File: src/matrix_multiply_accumulate_macros.svh
`ifndef MATRIX_MULTIPLY_ACCUMULATE_MACROS_SVH
`define MATRIX_MULTIPLY_ACCUMULATE_MACROS_SVH

// same-cycle implication, sampled on clk, off during reset
`define MMA_ASSERT_NOW(label, ante, cons) \
	label: assert property (@(posedge clk) disable iff (!arst_n) (ante) |-> (cons)) \
		else $error("mma check failed");

// next-cycle implication, sampled on clk, off during reset
`define MMA_ASSERT_NEXT(label, ante, cons) \
	label: assert property (@(posedge clk) disable iff (!arst_n) (ante) |=> (cons)) \
		else $error("mma check failed");

`endif

File: src/mma_pkg.sv
package mma_pkg;

	localparam int IDX_W       = 3;
	localparam int IDX_LIM     = 2 ** IDX_W;
	localparam int VAL_W       = 16;
	localparam int ACC_W       = 32;
	localparam int PROD_W      = 2 * VAL_W;
	localparam int SUM_W       = 36;
	localparam int MS_W        = 4;
	localparam int MS_RESET    = 8;
	localparam int MAX_DIM_DEF = 8;

	typedef struct packed {
		logic vld;
		logic first;
		logic last;
	} mac_ctl_t;

endpackage

File: src/mma_mac.sv
module mma_mac import mma_pkg::*; (
	input  logic                    clk,
	input  logic                    arst_n,
	input  mac_ctl_t                ctl_s1,
	input  logic signed [VAL_W-1:0] a_s1,
	input  logic signed [VAL_W-1:0] b_s1,
	input  logic signed [ACC_W-1:0] c_s1,
	input  logic                    done_clr,
	output logic                    done,
	output logic signed [ACC_W-1:0] sat_val
);

	mac_ctl_t                  ctl_s2;
	logic signed [PROD_W-1:0]  prod_s2;
	logic signed [ACC_W-1:0]   c_s2;
	logic signed [SUM_W-1:0]   acc_q;
	logic                      done_q;
	logic [SUM_W-ACC_W:0]      acc_hi;

	always_ff @(posedge clk or negedge arst_n) begin
		if (!arst_n) begin
			ctl_s2 <= '0;
			done_q <= 1'b0;
		end else begin
			ctl_s2 <= ctl_s1;
			if (ctl_s2.vld && ctl_s2.last) begin
				done_q <= 1'b1;
			end else if (done_clr) begin
				done_q <= 1'b0;
			end
		end
	end

	always_ff @(posedge clk) begin
		prod_s2 <= PROD_W'(a_s1) * PROD_W'(b_s1);
		c_s2    <= c_s1;
		if (ctl_s2.vld) begin
			acc_q <= (ctl_s2.first ? SUM_W'(c_s2) : acc_q) + SUM_W'(prod_s2);
		end
	end

	assign acc_hi = acc_q[SUM_W-1:ACC_W-1];

	always_comb begin
		priority if (acc_hi == '0 || acc_hi == '1) begin
			sat_val = acc_q[ACC_W-1:0];
		end else if (acc_q[SUM_W-1]) begin
			sat_val = {1'b1, {(ACC_W-1){1'b0}}};
		end else begin
			sat_val = {1'b0, {(ACC_W-1){1'b1}}};
		end
	end

	assign done = done_q;

endmodule

File: config.mk
export PLATFORM = sky130hd
export DESIGN_NAME = mma_mac
export DESIGN_NICKNAME = d
export VERILOG_FILES = /design/src/matrix_multiply_accumulate_macros.svh /design/src/mma_pkg.sv /design/src/mma_mac.sv
export SDC_FILE = /design/constraint.sdc
export NUM_CORES = 1
export LEC_CHECK = 0
export BUFFER_PORTS_ARGS = -buffer_cell sky130_fd_sc_hd__buf_2
export CAP_MARGIN = 30
export CORE_UTILIZATION = 60
export DETAILED_ROUTE_END_ITERATION = 8
export PLACE_DENSITY = 0.85
export SETUP_SLACK_MARGIN = 0.3
export SYNTH_ARGS = -nofsm -noshare
export SYNTH_HDL_FRONTEND = slang
export SYNTH_SLANG_ARGS = --single-unit
export TNS_END_PERCENT = 20
File: constraint.sdc
create_clock -name clk -period 10.72 [get_ports clk]
set_clock_uncertainty 0.05 [all_clocks]
set_input_delay 1.072 -clock clk [delete_from_list [all_inputs] [get_ports clk]]
set_output_delay 1.072 -clock clk [all_outputs]
set_load 0.005 [all_outputs]
# --- Word level (Yosys, flattened, before mapping) ---
# Cells that the tools add are included.
word_totals:
  reg_bits: 104
  latchBits: 0
  ramBits: 0
  romBits: 0
  output_inout_bits: 33
  word_cells: 19
  memories: 0
classes:
  add_sub_neg: 1
  mul: 1
  div: 0
  order_cmp: 0
  n_eq_ne: 1
  n_shift: 0
  n_mux: 5
  n_bitwise: 0
  n_reduce_logical: 4
op_table:
  columns: ["operator", "count"]
  rows:
  - ["$mux 32", 2]
  - ["$add 36x32->36", 1]
  - ["$mux 36", 1]
  - ["$mul 16x16->32", 1]
  - ["$eq 5x5->1 const B", 1]
  - ["$logic_not 5->1", 1]
  - ["$mux 1", 2]
  - ["$reduce_bool 2->1", 1]
  - ["$logic_and 1x1->1", 1]
  - ["$logic_or 1x1->1", 1]

# --- Longest topological paths before layout ---
# Gate-level depths: netlist of the first run.
logic_depth:
  ltp_word: 3
  depth_mapped: 25
  ltp_nobuf: 24

# --- Worst setup path before layout of the first run ---
# Ideal clock, no wire load.
synth_path:
  kind: "input to register"
  from: "in b_s1[1]"
  to: "reg prod_s2[30]"
  setup_ns: 0.072
  arrival_ns: 6.651
  path_slack_ns: 3.947
  path_stages: 21
  path_cell_list: "clkbuf_1 nand2_1 fa_1 fa_1 fa_1 inv_1 fa_1 fa_1 inv_1 fa_1 inv_1 ha_1 a21o_1 a2111o_1 a31oi_2 o21ai_2 o41ai_2 o21ai_1 or4_1 o311ai_1 xnor2_1"
synth_between:
  elab_chain_cells: 1
synth_rtl:
  columns: ["item", "line_no", "rtl"]
  rows:
  - ["start: declaration", "mma_mac.sv:6", "input logic signed [VAL_W-1:0] b_s1,"]
  - ["$mul 16x16->32", "mma_mac.sv:35", "prod_s2 <= PROD_W'(a_s1) * PROD_W'(b_s1);"]
  - ["end signal: assignment", "mma_mac.sv:35", null]
  - ["end: declaration", "mma_mac.sv:14", "logic signed [PROD_W-1:0] prod_s2;"]
# No other way between the ends.
# A chain may end at the register's enable or synchronous reset.

# --- Final worst setup path of the first run ---
layout_path:
  from: "in a_s1[9]"
  to: "reg prod_s2[30]"
layout_between:
  elab_chain_cells: 1
layout_rtl:
  columns: ["item", "line_no", "rtl"]
  rows:
  - ["start: declaration", "mma_mac.sv:5", "input logic signed [VAL_W-1:0] a_s1,"]
  - ["$mul 16x16->32", "mma_mac.sv:35", null]
# No other way between the ends.

==> impl_metrics.json, run 1 <==
{
  "fin_tns_setup_ps": 0,
  "path_clk_slew_ps": 70,
  "yosysTopAreaCellShare_pct": 35.6,
  "clockRootBuffer": "clkbuf_16",
  "r2r_cells": 14,
  "setup_viol": 0,
  "cts_hold_buf": 0,
  "grt.overflow.total": 0,
  "cts_buffers": 9,
  "synth_ff_type": "dfxtp_1",
  "synth_edf_count": 36,
  "tightest_slew_ps": 577,
  "synth_area_leaders": "fa_1, ha_1, dfxtp_1",
  "maxCapViolations": 0,
  "grt_max_degree": 38,
  "rsz0062_at_grt": "false",
  "fmax_ghz": 0.147,
  "worstReg2RegEnd": "acc_q[24]",
  "yosysWarnings": 0,
  "worstPathCellList": "buf_2 > and2_1 > fa_1 > inv_1 > fa_1 > fa_1 > inv_1 > fa_1 > fa_1 > inv_1 > fa_1 > inv_1 > ha_1 > a21o_1 > a2111o_1 > a31oi_2 > o21ai_2 > o41ai_2 > o21ai_1 > or4_1 > o311ai_1 > xnor2_1",
  "met1Wirelength_mm": 14.6,
  "post_cts_buffers": 0,
  "wl_per_cell_microns": 16.5,
  "first_global_vias": 11000,
  "drc": 0,
  "slowest_delay_ps": 550,
  "cp-start-kind": "input pin",
  "dr.max_layer_used": "met4",
  "crit_arrival_ps": 7050,
  "antenna_found_initial": 0,
  "antenna_cells": 0,
  "whs_path_depth": 2,
  "rr_startpoint": "ctl_s2[1]",
  "ant_nets": 0,
  "avgSynthCellArea_sq_um": 9.57,
  "worst-path-buf-inv": 5,
  "grt_pass1_wl_mm": 54.2,
  "ys_ff_latch": 104,
  "dieWidth_microns": 159,
  "dr_wl_met2_mm": 14.5,
  "min_from": "ctl_s2[0]",
  "crit_top_cell": "fa_1",
  "dr_total_vias": 10500,
  "crit_family": "adder cells",
  "gp_congestion": 0.928,
  "drt-initial-drc-count": 730,
  "cp-end-kind": "register",
  "yosys.area.top_type": "fa_1",
  "synthArstFlopShare_pct": 3.85,
  "dpl.hpwl_mm": 26.3,
  "core-area_sq_um": 24200,
  "drive_above_1_share_pct": 9.88,
  "dieArea_sq_um": 25300,
  "status": "completed",
  "ios": 103,
  "htree_levels": 3,
  "cts.sinks": 104,
  "ctsResizeCount": 0,
  "syn2layout_area_growth_pct": 7.28,
  "io_buffers": 102,
  "pre_cts_slack_ps": 3520,
  "synthDistinctLibCells": 55,
  "track_usage_pct": 26.6,
  "hold_class": "reg2reg",
  "whs_ps": 435,
  "wl_met3_mm": 2.44,
  "crit_required_ps": 10950,
  "nets": 2064,
  "ys_seq_area_share_pct": 16.7,
  "final_hold_viol_count": 0,
  "post-route-period-util_pct": 63.6,
  "insertion_delay_ps": 350,
  "worst_slack_ps": 3900,
  "relSlewSlack_pct": 60.5,
  "routed_via_density": 5.41,
  "fin_util_pct": 65.4,
  "cts_tree": "built",
  "clock_path_buffers": 2,
  "routed_wl_mm": 32.0,
  "firstDrtPassIters": 7,
  "num_rows": 57,
  "slowest_stage": "fa_1",
  "dieHeight_microns": 159,
  "fillers": 1920,
  "worstSetupPathType": "in2reg",
  "worstHoldEndpoint": "done",
  "initial_utilization_pct": 60.9,
  "rrSetupSlack_ps": 6520,
  "crit_fanout": 16,
  "syn-num-nets": 1993,
  "netlist_instances": 1543,
  "period_minus_slack_ps": 6820,
  "syn_area_sq_um": 14800,
  "slew_viol_final": 0
}
placed cells by master, fill, tap and decap left out, types with 5 or more instances in the layout:
cell type / Yosys / routed
a2111oi_0: 5 / 5
nor3_1: 11 / 11
fa_1: 263 / 263
a21oi_1: 58 / 58
a211oi_1: 5 / 5
inv_1: 328 / 328
o21ai_1: 10 / 9
nand2_1: 148 / 148
o21a_1: 6 / 6
nand3_1: 13 / 13
nand4_1: 5 / 5
mux2_2: 30 / 30
a21o_1: 60 / 60
nor2b_1: 5 / 5
ha_1: 117 / 117
and2_1: 126 / 126
o21bai_1: 11 / 11
xor2_1: 16 / 16
nor2_1: 41 / 40
xnor2_1: 50 / 50
dfxtp_1: 64 / 64
edfxtp_1: 36 / 36
clkbuf_16: 0 / 10
o21ai_0: 30 / 30
nand2b_1: 12 / 12
buf_2: 0 / 102
state kept, by name, indices dropped and copies added, names as in the netlist:
register and flops:
c_s2 32, ctl_s2 3, done 1, acc_q 36, prod_s2 32
through the flow:
step           cell area [sq um]  instances
2_1_floorplan              14800       1543
3_3_place_gp               15600       1927
3_5_place_dp               15600       1927
4_1_cts                    15800       1943
5_1_grt                    15800       1943
6_report                   15800       1943
worst max-delay path by stage:
stage,endpoint,cells after the start,start
finish,prod_s2[30],22,a_s1[9]
global route,prod_s2[30],22,a_s1[9]
CTS,prod_s2[30],21,a_s1[12]
detailed placement,prod_s2[30],21,b_s1[1]
global placement,prod_s2[30],22,a_s1[9]
floorplan,prod_s2[30],21,b_s1[1]
Yosys cell counts (all sizes together) (3+ instances only):
cell type,n
o21a,6
o21bai,11
nand3,13
dfxtp,64
mux2,30
a21oi,58
a31oi,4
nor3,11
nand4,5
nor2,41
o21ai,41
xnor2,50
and3,4
edfxtp,36
nor2b,5
a21o,60
a211oi,5
dfrtp,4
and2,126
inv,328
a2111oi,5
clkbuf,46
ha,117
nand2b,12
o211ai,3
nand2,148
fa,263
xor2,16
layer usage:
metal	vias to the layer above	GRT usage [%]
li1	4937	-
met3	33	4.31
met4	0	5.42
met5	-	0
met1	5158	38.6
met2	386	42.5
area by class of cell:
| type | instances | area, sq um | area share, % |
|---|---|---|---|
| multi-input cells | 1065 | 10900 | 68.9 |
| clock inverters | 6 | 46.3 | 0.292 |
| well taps | 324 | 405 | 2.56 |
| inverters | 328 | 1230 | 7.77 |
| flip-flops and latches | 104 | 2460 | 15.5 |
| repair buffers | 106 | 541 | 3.41 |
| clock buffers | 10 | 250 | 1.58 |
cell families after synthesis:
kind of cell | Yosys count | synth area share, %
and+or+nand+nor | 376 | 12.6
buffers and inverters | 374 | 9.50
AOI/OAI and AO/OA | 212 | 9.39
xor gates and xnor gates | 66 | 3.91
muxes | 31 | 2.35
DFF | 104 | 16.7
adders and majority gates | 380 | 45.6
worst min-delay path: cells and delay by family, from the launching register on:
kind	cells	cell delay, ps
DFF	1	320
AOI/OAI and AO/OA	1	80
and+or+nand+nor	1	40
Power of run 1 is left out: the tool's default activity adds up to more than one toggle a clock period on the data nets, which glitch-free logic cannot reach.
==> run 2, diff against run 1 <==
--- a/config.mk
+++ b/config.mk
@@ -7,7 +7,7 @@
 export LEC_CHECK = 0
 export BUFFER_PORTS_ARGS = -buffer_cell sky130_fd_sc_hd__buf_2
 export CAP_MARGIN = 30
-export CORE_UTILIZATION = 60
+export CORE_UTILIZATION = 57
 export DETAILED_ROUTE_END_ITERATION = 8
 export PLACE_DENSITY = 0.85
 export SETUP_SLACK_MARGIN = 0.3
==> constraint.sdc (replaced) <==
create_clock -name clk -period 5.97 [get_ports clk]
set_clock_uncertainty 0.05 [all_clocks]
set_input_delay 0.597 -clock clk [delete_from_list [all_inputs] [get_ports clk]]
set_output_delay 0.597 -clock clk [all_outputs]
set_load 0.005 [all_outputs]
==> impl_metrics.json, run 2 (synthesis results as in run 1) <==
{
  "status": "finished, violations left",
  "violations": "negative setup slack",
  "gp_congestion": 0.919,
  "crit_end": "prod_s2[30]",
  "cp-end-kind": "register",
  "relSlewSlack_pct": 38.6,
  "num_rows": 58,
  "syn2layout_area_growth_pct": 17.2,
  "clockRootBuffer": "clkbuf_16",
  "crit_required_ps": 6200,
  "rrSetupSlack_ps": 1670,
  "final_cell_mix": "inv_1, fa_1, nand2_1, buf_4, and2_1",
  "ant_nets": 0,
  "track_usage_pct": 27.3,
  "slew_viol_final": 0,
  "dr_total_vias": 11200,
  "worstReg2RegEnd": "acc_q[24]",
  "routed_wl_mm": 34.9,
  "dieHeight_microns": 163,
  "regMostFlops": "acc_q",
  "drt-initial-drc-count": 695,
  "core-area_sq_um": 25300,
  "worst_slack_ps": -74.9,
  "grt_util_met2_pct": 48.1,
  "first_global_vias": 12300,
  "crit_start": "b_s1[4]",
  "cts.sinks": 104,
  "largest_reg_flops": 36,
  "io_buffers": 102,
  "layout_commonest_cell": "inv_1",
  "post-route-period-util_pct": 101,
  "period_minus_slack_ps": 6040,
  "antenna_found_initial": 0,
  "fin_tns_setup_ps": -74.9,
  "dieArea_sq_um": 26600,
  "cp-start-kind": "input pin",
  "crit_arrival_ps": 6270,
  "min_from": "c_s1[2]",
  "nets": 2207,
  "path_clk_slew_ps": 70,
  "antenna_cells": 0,
  "dieWidth_microns": 163,
  "worstSetupPathType": "in2reg",
  "initial_utilization_pct": 58.3,
  "dpl.hpwl_mm": 29.1,
  "crit_fanout": 7,
  "setup_viol": 1,
  "tightest_slew_ps": 921,
  "rr_startpoint": "ctl_s2[1]",
  "clock_path_buffers": 2,
  "r2r_cells": 13,
  "drive_above_1_share_pct": 20.4,
  "reg_top3": "acc_q (36), c_s2 (32), prod_s2 (32)",
  "rsz0062_at_grt": "true",
  "insertion_delay_ps": 350,
  "cts_tree": "built",
  "final_hold_viol_count": 0,
  "routed_via_density": 5.37,
  "gr-usage-met3_pct": 3.64,
  "hold_class": "in2reg",
  "ios": 103,
  "met1_usage_pct": 35.3,
  "grt_max_degree": 38,
  "top_usage_layer": "met2",
  "grt_pass1_wl_mm": 57.8,
  "drc": 0,
  "fmax_ghz": 0.165,
  "maxCapViolations": 0,
  "grt.overflow.total": 0,
  "wl_per_cell_microns": 16.7,
  "cts_buffers": 9,
  "htree_levels": 3,
  "firstDrtPassIters": 5
}
run 2: stage by stage:
step | util (%) | instances | area, sq um | hold WS (ps) | worst slack, ps
final | 68.4 | 2091 | 17300 | 296 | -74.9
after global routing | 68.4 | 2091 | 17300 | 287 | -321
after CTS | 67.6 | 2090 | 17100 | 286 | -65.0
after detailed placement | 65.6 | 2066 | 16600 | 355 | -582
after global placement | 65.6 | 2066 | 16600 | 351 | -462
after floorplan | - | 1543 | 14900 | 251 | -171
run 2: worst min-delay path by stage:
stage               slack (ps)  cells past startpoint        end
floorplan                  250                      0  ctl_s2[0]
global placement           350                      1       done
detailed placement         350                      1  ctl_s2[1]
CTS                        290                      1    c_s2[3]
global route               290                      1    c_s2[3]
finish                     300                      1    c_s2[2]
run 2: what timing repair did:
action	4_1_cts	5_1_grt
endpoints found under the hold margin	4	0
setup endpoints to repair	11	16
setup buffers	8	1
hold buffers	1	0
pin swaps	21	32
resized for setup	40	54
run 2: worst max-delay path, cell delays in order:
cell,delay [ps]
buf_8,110
and2_4,150
fa_1,570
inv_2,50
fa_1,460
fa_1,510
inv_1,60
fa_1,460
fa_1,510
inv_2,40
fa_1,490
inv_2,50
ha_4,210
a21o_1,170
a2111o_1,410
a31oi_4,190
o21ai_2,100
o41ai_4,330
o21ai_1,130
or4_1,430
o311ai_2,90
xnor2_1,150
run 2: cell type report:
class,instances,area [sq um]
multi-input combinational,1065,11200
fill,1772,8020
sequential,104,2460
timing repair buffer,249,1740
inverter,328,1230
tap,330,413
clock buffer,10,239
clock inverter,5,55.1
run 2: layer usage:
layer,wire [microns],vias to the layer above
li1,-,5219
met1,15100,5541
met2,17100,402
met3,2150,64
met4,609,0
met5,0,-
Power of run 2 is left out for the same reason.
==> run 3, diff against run 2 <==
--- a/config.mk
+++ b/config.mk
@@ -5,9 +5,9 @@
 export SDC_FILE = /design/constraint.sdc
 export NUM_CORES = 1
 export LEC_CHECK = 0
-export BUFFER_PORTS_ARGS = -buffer_cell sky130_fd_sc_hd__buf_2
+export BUFFER_PORTS_ARGS = -buffer_cell sky130_fd_sc_hd__clkbuf_2
 export CAP_MARGIN = 30
-export CORE_UTILIZATION = 57
+export CORE_UTILIZATION = 60
 export DETAILED_ROUTE_END_ITERATION = 8
 export PLACE_DENSITY = 0.85
 export SETUP_SLACK_MARGIN = 0.3
==> constraint.sdc (replaced) <==
create_clock -name clk -period 7.78 [get_ports clk]
set_clock_uncertainty 0.05 [all_clocks]
set_input_delay 0.778 -clock clk [delete_from_list [all_inputs] [get_ports clk]]
set_output_delay 0.778 -clock clk [all_outputs]
set_load 0.005 [all_outputs]
==> impl_metrics.json, run 3 (synthesis results as in run 1) <==
{
  "status": "completed",
  "ios": 103,
  "fmax_ghz": 0.150,
  "clock_path_buffers": 2,
  "post-route-period-util_pct": 85.5,
  "core-area_sq_um": 24200,
  "dieHeight_microns": 159,
  "gp_congestion": 0.922,
  "cp-start-kind": "input pin",
  "initial_utilization_pct": 60.9,
  "num_rows": 57,
  "post_cts_buffers": 0,
  "track_usage_pct": 26.1,
  "wl_per_cell_microns": 16.2,
  "syn2layout_area_growth_pct": 7.36,
  "io_buffers": 102,
  "largest_reg_flops": 36,
  "met1Wirelength_mm": 14.3,
  "antenna_found_initial": 0,
  "clockRootBuffer": "clkbuf_16",
  "cts_tree": "built",
  "dieArea_sq_um": 25300,
  "htree_levels": 3,
  "tightest_slew_ps": 583,
  "path_clk_slew_ps": 70,
  "layout_commonest_cell": "inv_1",
  "regMostFlops": "acc_q",
  "dr_wl_met2_mm": 14.1,
  "wl_met3_mm": 2.54,
  "grt.overflow.total": 0,
  "worst-path-buf-inv": 5,
  "cts_buffers": 9,
  "routed_via_density": 5.43,
  "setup_viol": 0,
  "cts_hold_buf": 0,
  "slowest_delay_ps": 520,
  "crit_required_ps": 8000,
  "reg_top3": "acc_q (36), c_s2 (32), prod_s2 (32)",
  "cp-end-kind": "register",
  "relSlewSlack_pct": 61.1,
  "ctsResizeCount": 0,
  "hold_class": "in2async",
  "drive_above_1_share_pct": 9.82,
  "slew_viol_final": 0,
  "crit_top_cell": "fa_1",
  "slowest_stage": "fa_1",
  "insertion_delay_ps": 340,
  "dpl.hpwl_mm": 26.2,
  "crit_family": "adder cells",
  "crit_fanout": 16,
  "cts.sinks": 104,
  "dr.max_layer_used": "met4",
  "worstPathCellList": "clkbuf_2 > and2_1 > fa_1 > inv_1 > fa_1 > fa_1 > inv_1 > fa_1 > fa_1 > inv_1 > fa_1 > inv_1 > ha_1 > a21o_1 > a2111o_1 > a31oi_2 > o21ai_2 > o41ai_2 > o21ai_1 > or4_1 > o311ai_1 > xnor2_1",
  "routed_wl_mm": 31.5,
  "drt-initial-drc-count": 745,
  "final_cell_mix": "inv_1, fa_1, nand2_1, and2_1, ha_1",
  "grt_max_degree": 38,
  "crit_arrival_ps": 6870,
  "ant_nets": 0,
  "period_minus_slack_ps": 6650,
  "fin_tns_setup_ps": 0,
  "grt_pass1_wl_mm": 53.1,
  "worstSetupPathType": "in2reg",
  "dr_total_vias": 10500,
  "firstDrtPassIters": 5,
  "nets": 2064,
  "rsz0062_at_grt": "false",
  "antenna_cells": 0,
  "dieWidth_microns": 159,
  "maxCapViolations": 0,
  "rrSetupSlack_ps": 3810,
  "first_global_vias": 11100,
  "final_hold_viol_count": 0,
  "drc": 0
}
[run 3: cell count changes in the layout (fill, tap and decap cells not counted), moves of 9 or more]
| cell | change |
|---|---|
| inv_1 | +12 |
| buf_2 | -85 |
| clkbuf_2 | +102 |
| buf_4 | -137 |
| a21oi_1 | +9 |
| inv_2 | -12 |
| buf_6 | -15 |
[run 3: stage by stage]
step	setup WS, ps	hold slack (ps)	instances	utilization, %	instance area (sq um)
floorplan	1300	376	1543	-	14800
global placement	926	390	1927	64.1	15600
detailed placement	771	402	1927	64.1	15600
CTS	1140	179	1943	65.4	15900
global route	881	178	1943	65.4	15900
finish	1130	189	1943	65.4	15900
[run 3: area by class of cell]
type	instances	area, sq um
multi-input combinational	1065	10900
fill	1880	8390
sequential	104	2460
inverter	328	1230
timing repair buffer	106	541
tap	324	405
clock buffer	11	254
clock inverter	5	53.8
[run 3: per-layer routing]
metal / up-vias / GRT usage [%]
li1: 4932 / -
met1: 5148 / 37.4
met2: 414 / 41.7
met3: 50 / 4.36
met4: 0 / 6.29
met5: - / 0
[run 3: path summary, 6_finish.rpt]
check                         endpoint      start  depth (start not counted)
max                        prod_s2[30]    a_s1[7]                         22
min                               done     arst_n                          1
max reg2reg                  acc_q[24]  ctl_s2[1]                         14
min reg2reg                       done  ctl_s2[0]                          2
max in group asynchronous    ctl_s2[2]     arst_n                          1
min in group clk                  done  ctl_s2[0]                          2
Power of run 3 is left out for the same reason.
